### src/sv/bfd_pkg.sv
// Shared types and constants for the box filter downscaler.
// Used by every module of the block; depends on nothing.
`timescale 1ns / 1ps

package bfd_pkg;

  localparam int CW        = 13;
  localparam int DC_W      = 14;
  localparam int CNT_W     = 26;
  localparam int SUM_W     = 32;
  localparam int CFG_IDX_W = 3;
  localparam int MAX_HEIGHT = 4096;

  localparam logic [CFG_IDX_W-1:0] REG_SRC_W = 3'd0;
  localparam logic [CFG_IDX_W-1:0] REG_SRC_H = 3'd1;
  localparam logic [CFG_IDX_W-1:0] REG_DST_W = 3'd2;
  localparam logic [CFG_IDX_W-1:0] REG_DST_H = 3'd3;

  typedef struct packed {
    logic [7:0]       red;
    logic [7:0]       green;
    logic [7:0]       blue;
    logic [7:0]       alpha;
    logic [DC_W-1:0]  col;
    logic [11:0]      row;
    logic             first;
    logic             emit;
    logic             last;
    logic [CNT_W-1:0] count;
  } bfd_item_t;

endpackage

### src/sv/bfd_fifo.sv
// Two-entry queue of classified pixels between the front and back ends.
// Depends on bfd_pkg.
`timescale 1ns / 1ps

module bfd_fifo (
  input  logic               clk_i,
  input  logic               rst_ni,
  input  logic               push_i,
  input  bfd_pkg::bfd_item_t item_i,
  output logic               full_o,
  input  logic               pop_i,
  output logic               empty_o,
  output bfd_pkg::bfd_item_t item_o
);
  import bfd_pkg::*;

  bfd_item_t  mem_q [2];
  logic       wp_q, rp_q;
  logic [1:0] fill_q;

  assign full_o  = fill_q == 2'd2;
  assign empty_o = fill_q == 2'd0;
  assign item_o  = mem_q[rp_q];

  always_ff @(posedge clk_i) begin
    if (push_i) begin
      mem_q[wp_q] <= item_i;
    end
  end

  always_ff @(posedge clk_i or negedge rst_ni) begin
    if (!rst_ni) begin
      wp_q <= 1'b0; rp_q <= 1'b0; fill_q <= '0;
    end else begin
      if (push_i) wp_q <= ~wp_q;
      if (pop_i) rp_q <= ~rp_q;
      fill_q <= fill_q + 2'(push_i) - 2'(pop_i);
    end
  end

endmodule

### config.mk
export PLATFORM = sky130hd
export DESIGN_NAME = bfd_fifo
export DESIGN_NICKNAME = d
export VERILOG_FILES = /design/src/sv/bfd_pkg.sv /design/src/sv/bfd_fifo.sv
export SDC_FILE = /design/constraint.sdc
export NUM_CORES = 1
export LEC_CHECK = 0
export BUFFER_PORTS_ARGS = -buffer_cell sky130_fd_sc_hd__buf_4
export CAP_MARGIN = 20
export CORE_UTILIZATION = 25
export DETAILED_ROUTE_END_ITERATION = 8
export GPL_TIMING_DRIVEN = 0
export PLACE_DENSITY = 0.55
export SYNTH_ARGS = -nofsm -noshare
export SYNTH_HDL_FRONTEND = slang
export SYNTH_SLANG_ARGS = --single-unit
### constraint.sdc
create_clock -name clk_i -period 5.99 [get_ports clk_i]
set_clock_uncertainty 0.05 [all_clocks]
set_input_delay 0.8985 -clock clk_i [delete_from_list [all_inputs] [get_ports clk_i]]
set_output_delay 0.8985 -clock clk_i [all_outputs]
set_load 0.05 [all_outputs]
==> metrics.yaml <==
outcome:
  status: "finished, final reports clean"
pwr:
  ir_drop_mv: 0.2297
  power.static_leakage_nw: 3.370
  powerDensity_nw_per_um2: 546.9
  finalPower_w: 0.004883
synth:
  netlist_instances: 286
  synth_area_sq_um: 6551
  synth_area_leaders: "edfxtp_1 80%, mux2_2 12%, mux2_4 4.6%"
  synth.distinct_cells: 13
  synth_top_area_frac: 0.7976
  synth_mux_area_frac: 0.1610
  synth.avg_cell_area_sq_um: 22.91
  ys_seq_elements: 178
  synth-compound-area-share: 0
  synthAdderAreaFrac: 0.003820
  yosys.area_share.simple: 0.003438
  synth_top_family_by_area: "multiplexers"
  yosysWarnings: 0
  synth-xor-area-share: 0.006303
  synth.yosys.seq_area_share: 0.8128
  synth_fp_nets: 379
  yosys.area.top_type: "edfxtp_1"
global_route:
  grt-ovfl-total: 0
  grt_pass1_wl_mm: 19.39
  grt.total_usage: 0.09893
  antenna_found_initial: 0
  grt_start_max_net_pins: 51
  grt_pass1_vias: 3633
place:
  portBuffers: 179
  place.gp.congestion: 0.6871
  placed_area_sq_um: 8386
  detailed_place_hpwl_mm: 8.992
  pre_cts_ws_ps: 3510
clock_network:
  hold_buffers: 0
  cts_tree: "built"
  h-tree-depth: 4
  cts_buffers: 17
  post_cts_buffers: 0
  cts_buffer_depth: 2
  cts_sinks: 178
  clock_latency_ps: 410
  cts_resized: 0
  clk_pin_slew_ps: 60
  clockRootBuffer: "clkbuf_16"
drt:
  vias: 3313
  drt_pre_antenna_iters: 4
  drtIter0Drc: 121
  via_per_inst: 3.992
  postRouteAntennaNets: 0
  drt_wl_total_mm: 12.96
  drc_errors: 0
  detail_route.wl_per_cell_um: 15.62
sta:
  whs_ps: 217.4
  min_period_ps: 2750
  rsz0062_at_grt: "false"
  setup_slack_ps: 3240
  fmax_mhz: 363.6
  hold_violations: 0
  setup_violations: 0
  slew_viol_final: 0
  tightestPinTransition_ps: 891.5
  finalCritPeriodShare: 0.4592
  relSlewSlack: 0.4044
critical_path:
  ff2ff_path_depth: 2
  crit_required_ps: 5040
  critical_path.max_stage_delay_ps: 340
  cp_slowest_cell: "dfrtp_1"
  worstPathArrival_ps: 1800
  crit_top_cell: "buf_6"
  crit_fanout: 10
  path_class: "flop to primary output"
  endpoint_kind: "primary output"
  start_kind: "flop"
  path_cells: "buf_6 > buf_6 > buf_6 > mux2_4 > buf_4"
die:
  start_util: 0.2572
  die_y_um: 163.9
  coreArea_sq_um: 25470
  die_area_sq_um: 26860
  placementRows: 58
  die_x_um: 163.9
  io_pins: 180
finish:
  n_antenna_cell: 0
  area_delta_synth_final_pct: 36.29
  fin_nets: 580
  finish.utilization: 0.3505
  drive_gt1_frac: 0.6180
  fin_area_sq_um: 8929
worst_hold_path:
  min_path_type: "input port to asynchronous set/reset pin"
flow_run:
  max_cap_violations: 0
where the power goes:
part / switching [W] / internal, W
registers: 0.0000546 / 0.00165
clock network: 0.000466 / 0.000571
logic: 0.00140 / 0.000740
state kept, by name, summed over array words and instances, names as in the netlist:
signal,cells
mem_q,174
fill_q,2
wp_q,1
rp_q,1
kinds of logic (layout without fill, tap and decap cells):
logic type | count (synthesis) | in the layout
xor+xnor | 3 | 3
flops | 178 | 178
fa+ha+maj | 2 | 2
buf+inv | 12 | 226
mux | 87 | 87
simple gates | 4 | 4
final timing paths:
kind / to / start / slack, ps
worst min register to register: wp_q / wp_q / 490
max in group asynchronous: wp_q / rst_ni / 5570
worst max-delay path: item_o[64] / rp_q / 3240
worst min-delay path: fill_q[1] / rst_ni / 220
min in group clk_i: wp_q / wp_q / 490
worst max register to register: mem_q[0][25] / wp_q / 4160
worst max-delay path: cells and delay by family, from the launching register on:
kind / cells / cell delay [ps]
buf+inv: 4 / 710
flops: 1 / 340
mux: 1 / 320
cell usage after synthesis (all sizes together):
master and instances:
edfxtp 174, dfrtp 4, inv 2, and2 1
nor2b 2, nor2 1, xor2 2, xor3 1
buf 10, mux2 87, ha 2
cell type report:
cell class / count / area, sq um
multi-input cells: 96 / 1154
fillers: 2422 / 16540
flip-flops and latches: 178 / 5325
well taps: 330 / 412.9
plain buffers: 10 / 75.07
clock inverters: 14 / 113.9
clock buffers: 18 / 429.2
repair buffers: 182 / 1411
inverters: 2 / 7.507
layer usage:
metal	routed length [um]	GRT usage	vias to the layer above
met5	0	0	-
met4	178	0.03746	0
met3	1224	0.04823	10
met2	6356	0.1626	130
met1	5204	0.1101	1638
li1	-	-	1535
cell usage in the layout (no fill, tap or decap), drive strengths merged:
cell type	netlist	routed
ha	2	2
buf	10	192
nor2b	2	2
inv	2	5
bufinv	0	1
clkinv	0	7
dfrtp	4	4
mux2	87	87
xor2	2	2
nor2	1	1
edfxtp	174	174
clkbuf	0	18
and2	1	1
clkinvlp	0	3
xor3	1	1
stage by stage:
step | TNS [ps] | cells
final | 0 | 830
after CTS | 0 | 830
after floorplan | 0 | 286
after global routing | 0 | 830
after global placement | -150160 | 795
after detailed placement | 0 | 798
No activity file was read; power rests on OpenSTA's default activity.
