[src/sv/bfd_pkg.sv]
// Shared types and constants for the box filter downscaler.
// Used by every module of the block; depends on nothing.
`timescale 1ns / 1ps

package bfd_pkg;

  localparam int CW        = 13;
  localparam int DC_W      = 14;
  localparam int CNT_W     = 26;
  localparam int SUM_W     = 32;
  localparam int CFG_IDX_W = 3;
  localparam int MAX_HEIGHT = 4096;

  localparam logic [CFG_IDX_W-1:0] REG_SRC_W = 3'd0;
  localparam logic [CFG_IDX_W-1:0] REG_SRC_H = 3'd1;
  localparam logic [CFG_IDX_W-1:0] REG_DST_W = 3'd2;
  localparam logic [CFG_IDX_W-1:0] REG_DST_H = 3'd3;

  typedef struct packed {
    logic [7:0]       red;
    logic [7:0]       green;
    logic [7:0]       blue;
    logic [7:0]       alpha;
    logic [DC_W-1:0]  col;
    logic [11:0]      row;
    logic             first;
    logic             emit;
    logic             last;
    logic [CNT_W-1:0] count;
  } bfd_item_t;

endpackage

[src/sv/bfd_front.sv]
// Front end: configuration registers, box edge stepping and pixel classification.
// Depends on bfd_pkg.
`timescale 1ns / 1ps

module bfd_front #(
  parameter int MAX_WIDTH = 4096
) (
  input  logic                          clk_i,
  input  logic                          rst_ni,
  input  logic                          cfg_valid_i,
  output logic                          cfg_ready_o,
  input  logic [bfd_pkg::CFG_IDX_W-1:0] cfg_index_i,
  input  logic [bfd_pkg::CW-1:0]        cfg_data_i,
  input  logic                          in_valid_i,
  output logic                          in_ready_o,
  input  logic [7:0]                    in_red_i,
  input  logic [7:0]                    in_green_i,
  input  logic [7:0]                    in_blue_i,
  input  logic [7:0]                    in_alpha_i,
  input  logic                          full_i,
  output logic                          push_o,
  output bfd_pkg::bfd_item_t            item_o
);
  import bfd_pkg::*;

  typedef enum logic [1:0] {F_RUN, F_LOAD, F_DIV} front_state_e;

  front_state_e st_q;
  logic [CW-1:0] src_w_q, src_h_q, dst_w_q, dst_h_q;
  logic [CW-1:0] sw_eff, sh_eff, dw_eff, dh_eff;
  logic [CW-1:0] cq_q, cr_q, rq_q, rr_q;
  logic [CW-1:0] cnum_q, crem_q, rnum_q, rrem_q;
  logic [3:0]    cnt_q;
  logic [CW-1:0] col_q, row_q, col_start_q, col_end_q, col_rem_q;
  logic [CW-1:0] row_start_q, row_end_q, row_rem_q;
  logic [DC_W-1:0] dc_q;
  logic [CW-1:0] dr_q;
  logic          accept, cfg_hit;
  logic [CW:0]   ct, rt, csum, rsum;
  logic          cge, rge, ccarry, rcarry;
  logic [CW-1:0] cnum_s, crem_s, rnum_s, rrem_s;
  logic [CW-1:0] nc, nr, col_end_n, col_rem_n, row_end_n, row_rem_n;

  always_comb begin
    sw_eff = (src_w_q == '0) ? CW'(1) :
             (32'(src_w_q) > MAX_WIDTH) ? CW'(MAX_WIDTH) : src_w_q;
    sh_eff = (src_h_q == '0) ? CW'(1) :
             (32'(src_h_q) > MAX_HEIGHT) ? CW'(MAX_HEIGHT) : src_h_q;
    dw_eff = (dst_w_q == '0) ? CW'(1) : (dst_w_q > sw_eff) ? sw_eff : dst_w_q;
    dh_eff = (dst_h_q == '0) ? CW'(1) : (dst_h_q > sh_eff) ? sh_eff : dst_h_q;

    ct = {crem_q, cnum_q[CW-1]};
    cge = ct >= {1'b0, dw_eff};
    crem_s = cge ? CW'(ct - {1'b0, dw_eff}) : ct[CW-1:0];
    cnum_s = {cnum_q[CW-2:0], cge};
    rt = {rrem_q, rnum_q[CW-1]};
    rge = rt >= {1'b0, dh_eff};
    rrem_s = rge ? CW'(rt - {1'b0, dh_eff}) : rt[CW-1:0];
    rnum_s = {rnum_q[CW-2:0], rge};

    nc = col_q + 1'b1;
    nr = row_q + 1'b1;
    csum = {1'b0, col_rem_q} + {1'b0, cr_q};
    ccarry = csum >= {1'b0, dw_eff};
    col_end_n = col_end_q + cq_q + CW'(ccarry);
    col_rem_n = ccarry ? CW'(csum - {1'b0, dw_eff}) : csum[CW-1:0];
    rsum = {1'b0, row_rem_q} + {1'b0, rr_q};
    rcarry = rsum >= {1'b0, dh_eff};
    row_end_n = row_end_q + rq_q + CW'(rcarry);
    row_rem_n = rcarry ? CW'(rsum - {1'b0, dh_eff}) : rsum[CW-1:0];
  end

  assign cfg_ready_o = 1'b1;
  assign cfg_hit     = cfg_valid_i && (cfg_index_i == REG_SRC_W || cfg_index_i == REG_SRC_H ||
                       cfg_index_i == REG_DST_W || cfg_index_i == REG_DST_H);
  assign in_ready_o  = (st_q == F_RUN) && !full_i;
  assign accept      = in_valid_i && in_ready_o;
  assign push_o      = accept;

  always_comb begin
    item_o.red   = in_red_i;
    item_o.green = in_green_i;
    item_o.blue  = in_blue_i;
    item_o.alpha = in_alpha_i;
    item_o.col   = dc_q;
    item_o.row   = dr_q[11:0];
    item_o.first = (row_q == row_start_q);
    item_o.emit  = (nc == col_end_q) && (nr == row_end_q);
    item_o.last  = (dc_q + 1'b1 == DC_W'(dw_eff)) && (nr - row_start_q != '0) &&
                   (dr_q + 1'b1 == dh_eff);
    item_o.count = (CNT_W)'(col_end_q - col_start_q) * (CNT_W)'(row_end_q - row_start_q);
  end

  always_ff @(posedge clk_i or negedge rst_ni) begin
    if (!rst_ni) begin
      st_q <= F_RUN;
      src_w_q <= CW'(1); src_h_q <= CW'(1); dst_w_q <= CW'(1); dst_h_q <= CW'(1);
      cq_q <= CW'(1); cr_q <= '0; rq_q <= CW'(1); rr_q <= '0;
      cnum_q <= '0; crem_q <= '0; rnum_q <= '0; rrem_q <= '0; cnt_q <= '0;
      col_q <= '0; row_q <= '0; dc_q <= '0; dr_q <= '0;
      col_start_q <= '0; col_end_q <= CW'(1); col_rem_q <= '0;
      row_start_q <= '0; row_end_q <= CW'(1); row_rem_q <= '0;
    end else if (cfg_hit) begin
      case (cfg_index_i)
        REG_SRC_W: src_w_q <= cfg_data_i;
        REG_SRC_H: src_h_q <= cfg_data_i;
        REG_DST_W: dst_w_q <= cfg_data_i;
        default:   dst_h_q <= cfg_data_i;
      endcase
      st_q <= F_LOAD;
    end else begin
      case (st_q)
        F_LOAD: begin
          cnum_q <= sw_eff; crem_q <= '0;
          rnum_q <= sh_eff; rrem_q <= '0;
          cnt_q  <= 4'(CW - 1);
          st_q   <= F_DIV;
        end
        F_DIV: begin
          cnum_q <= cnum_s; crem_q <= crem_s;
          rnum_q <= rnum_s; rrem_q <= rrem_s;
          cnt_q  <= cnt_q - 1'b1;
          if (cnt_q == '0) begin
            cq_q <= cnum_s; cr_q <= crem_s; rq_q <= rnum_s; rr_q <= rrem_s;
            col_q <= '0; row_q <= '0; dc_q <= '0; dr_q <= '0;
            col_start_q <= '0; col_end_q <= cnum_s; col_rem_q <= crem_s;
            row_start_q <= '0; row_end_q <= rnum_s; row_rem_q <= rrem_s;
            st_q <= F_RUN;
          end
        end
        default: begin
          if (accept) begin
            if (nc >= sw_eff) begin
              col_q <= '0; dc_q <= '0;
              col_start_q <= '0; col_end_q <= cq_q; col_rem_q <= cr_q;
              if (nr >= sh_eff) begin
                row_q <= '0; dr_q <= '0;
                row_start_q <= '0; row_end_q <= rq_q; row_rem_q <= rr_q;
              end else begin
                row_q <= nr;
                if (nr >= row_end_q) begin
                  dr_q <= dr_q + 1'b1;
                  row_start_q <= row_end_q;
                  row_end_q <= row_end_n;
                  row_rem_q <= row_rem_n;
                end
              end
            end else begin
              col_q <= nc;
              if (nc >= col_end_q) begin
                dc_q <= dc_q + 1'b1;
                col_start_q <= col_end_q;
                col_end_q <= col_end_n;
                col_rem_q <= col_rem_n;
              end
            end
          end
        end
      endcase
    end
  end

endmodule

[config.mk]
export PLATFORM = sky130hd
export DESIGN_NAME = bfd_front
export DESIGN_NICKNAME = d
export VERILOG_FILES = /design/src/sv/bfd_pkg.sv /design/src/sv/bfd_front.sv
export SDC_FILE = /design/constraint.sdc
export NUM_CORES = 2
export LEC_CHECK = 0
export ABC_AREA = 0
export BUFFER_PORTS_ARGS = -buffer_cell sky130_fd_sc_hd__buf_4
export CELL_PAD_IN_SITES_DETAIL_PLACEMENT = 0
export CELL_PAD_IN_SITES_GLOBAL_PLACEMENT = 1
export CORE_ASPECT_RATIO = 0.6
export CORE_MARGIN = 2
export CORE_UTILIZATION = 49
export DETAILED_ROUTE_END_ITERATION = 8
export PLACE_DENSITY_LB_ADDON = 0.08
export SYNTH_ARGS = -nofsm -noshare
export SYNTH_HDL_FRONTEND = slang
export SYNTH_SLANG_ARGS = --single-unit
[constraint.sdc]
create_clock -name clk_i -period 10.65 [get_ports clk_i]
set_input_delay 2.13 -clock clk_i [delete_from_list [all_inputs] [get_ports clk_i]]
set_output_delay 2.13 -clock clk_i [all_outputs]
set_load 0.02 [all_outputs]
==> run summary <==
## Run status
- status: completed

## Synth
- list of most frequent post-synthesis cells: 421 x sky130_fd_sc_hd__nand2_1, 329 x sky130_fd_sc_hd__inv_1, 288 x sky130_fd_sc_hd__ha_1
- Post-Synthesis Cell Area: 29,800 µm²
- fraction of the mapped netlist area in adder cells: 25.2%
- compound-cell area share of the yosys netlist: 15.5%
- area fraction of the dominant cell type after synthesis: 23.9%
- synthesized instance count: 3,421
- cell types with the largest area share after synthesis: sky130_fd_sc_hd__dfrtp_1 24%, sky130_fd_sc_hd__fa_1 13%, sky130_fd_sc_hd__ha_1 12%
- share of synthesized cell area in and, or, nand and nor gates: 15.9%
- Synth Register Bits: 293
- Net Count, Synth: 3,957
- cell type contributing the most total cell area after synthesis: sky130_fd_sc_hd__dfrtp_1
- most used standard cell by instance count after synthesis: sky130_fd_sc_hd__nand2_1
- dominant combinational cell family by area after synthesis: adder cells
- EDFF count, synth: 0
- sequential fraction of the synthesis area: 24.6%
- Avg Inst Size Synth: 8.71 µm²
- Synth warnings: 0
- Netlist cell types: 79
- fraction of registers with async set/reset: 100%
- xor/xnor share of the synthesized area: 6.38%
- Top FF cell, synth: sky130_fd_sc_hd__dfrtp_1
- multiplexer fraction of the synthesized cell area: 5.40%

## Setup path
- data arrival time of the worst path: 8.41 ns
- cell family contributing the most delay on the critical path: adder cells
- Top cell by count, worst path: sky130_fd_sc_hd__fa_1
- highest-delay cell along the critical path: sky130_fd_sc_hd__fa_1
- Max stage delay on crit path: 0.52 ns
- worst setup path class: reg2out
- maximum fanout along the worst path: 5
- Critical Path Source Type: flip-flop
- Critical path buffers and inverters: 8
- Setup crit end kind: output pin
- Critical Path RT: 8.52 ns

## Global route
- wire length of the first global-routing pass: 143,000 µm
- Congestion Overflow GR: 0
- vias in the first global route: 24,700
- pin count of the biggest net entering global routing: 158
- antenna violations before repair: 2
- GRT Total Usage: 28.9%

## STA
- Rel. slew slack: 10.1%
- Tightest Pin Transition: 1.34 ns
- Fmax achieved: 0.0949 GHz
- time the final worst path needs with I/O delays and setup: 10.54 ns
- number of slew-limit violations in the final report: 0
- final count of negative-setup-slack endpoints: 0
- unrepaired setup endpoints after global routing: true
- worst hold-check slack: 0.483 ns
- final hold violations: 0
- largest clock skew in the final design: 0.0111 ns
- crit share post-route: 99.0%

## Floorplan
- area of the core region: 59,700 µm²
- io pins: 143
- die span in x: 322 µm
- die span in y: 195 µm
- area enclosed by the die boundary: 62,900 µm²
- Std-Cell Rows: 69
- initial standard-cell utilization of the core: 50.0%

## Detailed routing
- Pre-antenna DRT Iters: 9
- DR DRC count: 0
- vias per inst: 5.82
- final WL: 90,200 µm
- via count of the routed design: 24,900
- number of DRC markers in iteration 0: 2,513
- number of antenna-violating nets in the routed design: 0
- wire length per cell after detailed routing: 21.1 µm

## Clocking
- clock buffer count from CTS: 29
- TritonCTS clock tree: done
- depth of the CTS H-tree: 1
- hold buffers post-CTS: 0
- CTS sink count: 293
- clock-pin slew on the worst setup and hold paths: 0.07 ns
- maximum number of buffers from clock root to sink: 3
- latest clock arrival within the worst-skew pair: 0.60 ns
- CTS root buf: sky130_fd_sc_hd__clkbuf_16

## Run
- maximum capacitance violations: 0

## Cells and area
- number of nets in the finished design: 3,980
- Area growth, synth to finish: 10.6%
- fill cell total of the finished layout: 5,438
- Final Instance Area: 33,000 µm²
- share of post-route cells with drive strength above 1: 12.3%

## Min path
- kind of path behind the tightest hold check: reg2reg

## Place
- placed instance area: 31,100 µm²
- GP Congestion: 0.931
- Post-DP HPWL: 69,000 µm
- count of input and output buffers: 77

final timing paths:
path	startpoint	to	slack [ns]	cells past startpoint
worst max register to register	src_w_q[12]	col_end_q[12]	1.12	34
worst max-delay path	row_end_q[0]	item_o[25]	0.11	32
worst min-delay path	col_rem_q[8]	col_rem_q[8]	0.48	2
worst min register to register	col_rem_q[8]	col_rem_q[8]	0.48	2
min in group asynchronous	rst_ni	cr_q[7]	1.49	1
max in group asynchronous	rst_ni	row_end_q[1]	7.03	3
repair_timing:
action | in CTS | in global routing
setup buffers | 4 | 21
gates resized for setup | 24 | 79
pin swaps | 4 | 53
cloned | 0 | 0
endpoints found under the setup margin | 9 | 10
logic make-up (layout without fill, tap and decap cells):
group	count (synthesis)	in the layout
other	1	2
DFF	293	293
adders and majority gates	483	483
buffers and inverters	501	547
muxes	148	148
AOI/OAI and AO/OA	747	747
and+or+nand+nor	1031	1031
xor gates and xnor gates	217	217
cell type report:
type | count | area, µm² | area share [%]
diodes | 1 | 2.50 | 0.00759
clock buffers | 33 | 761 | 2.31
clock inverters | 21 | 347 | 1.05
inverters | 330 | 1240 | 3.76
multi-input cells | 2627 | 21000 | 63.6
flip-flops and latches | 293 | 7340 | 22.3
well taps | 816 | 1020 | 3.10
repair buffers | 163 | 1290 | 3.92
worst min-delay path: stages, from the launching register on:
cell	delay [ns]
sky130_fd_sc_hd__dfrtp_1	0.35
sky130_fd_sc_hd__nand2_1	0.05
sky130_fd_sc_hd__nand2_1	0.05
sequential cells by signal, indices dropped and copies added (netlist names), 13 cells and up:
register and flops:
col_end_q 13, rq_q 13, col_start_q 13, crem_q 13, dc_q 14, cr_q 13, row_start_q 13, rrem_q 13
row_end_q 13, dr_q 13, dst_w_q 13, src_h_q 13, rnum_q 13, row_q 13, cq_q 13, src_w_q 13
rr_q 13, col_rem_q 13, cnum_q 13, row_rem_q 13, dst_h_q 13, col_q 13
through the flow:
stage	util, %	std cells	setup WS, ns	setup TNS (ns)
after floorplan	-	3421	0.750	0
final	55.2	4284	0.109	0
after global placement	52.2	4204	0.213	0
after global routing	55.2	4284	-0.352	-0.665
after CTS	54.3	4262	0.000739	0
after detailed placement	52.2	4204	0.0392	0
per-layer routing:
metal / vias up / routed length, µm / share of wire, % / global-route usage (%)
li1: 11700 / - / - / -
met2: 908 / 34900 / 39 / 39.2
met3: 113 / 8680 / 9.6 / 7.66
met5: - / 0 / 0 / 0
met4: 0 / 1680 / 1.9 / 4.81
met1: 12200 / 45000 / 50 / 45.7
cells in the final DEF, fill, tap and decap left out, drive strengths merged, types with 5 or more instances in the layout:
| cell type | count |
|---|---|
| and2 | 63 |
| mux2i | 55 |
| and3 | 28 |
| nor3 | 56 |
| nand4 | 24 |
| buf | 163 |
| nor2b | 40 |
| a221oi | 5 |
| o31ai | 30 |
| o21a | 44 |
| nand2 | 421 |
| o41ai | 15 |
| o21ai | 270 |
| or2 | 16 |
| a2111oi | 10 |
| a31oi | 23 |
| a21o | 65 |
| bufinv | 9 |
| clkinv | 9 |
| nor4 | 26 |
| inv | 331 |
| dfrtp | 285 |
| mux2 | 93 |
| a21oi | 152 |
| fa | 195 |
| nand2b | 28 |
| or3 | 22 |
| ha | 288 |
| nor2 | 215 |
| xor2 | 70 |
| clkbuf | 33 |
| a211oi | 25 |
| o211ai | 23 |
| o221ai | 5 |
| xnor2 | 147 |
| dfstp | 8 |
| nand3 | 76 |
| and4 | 5 |
| o21bai | 16 |
| o22ai | 25 |
Power is not shown: default switching activity piles up to over one toggle a cycle in this logic, so the estimate is an artifact.
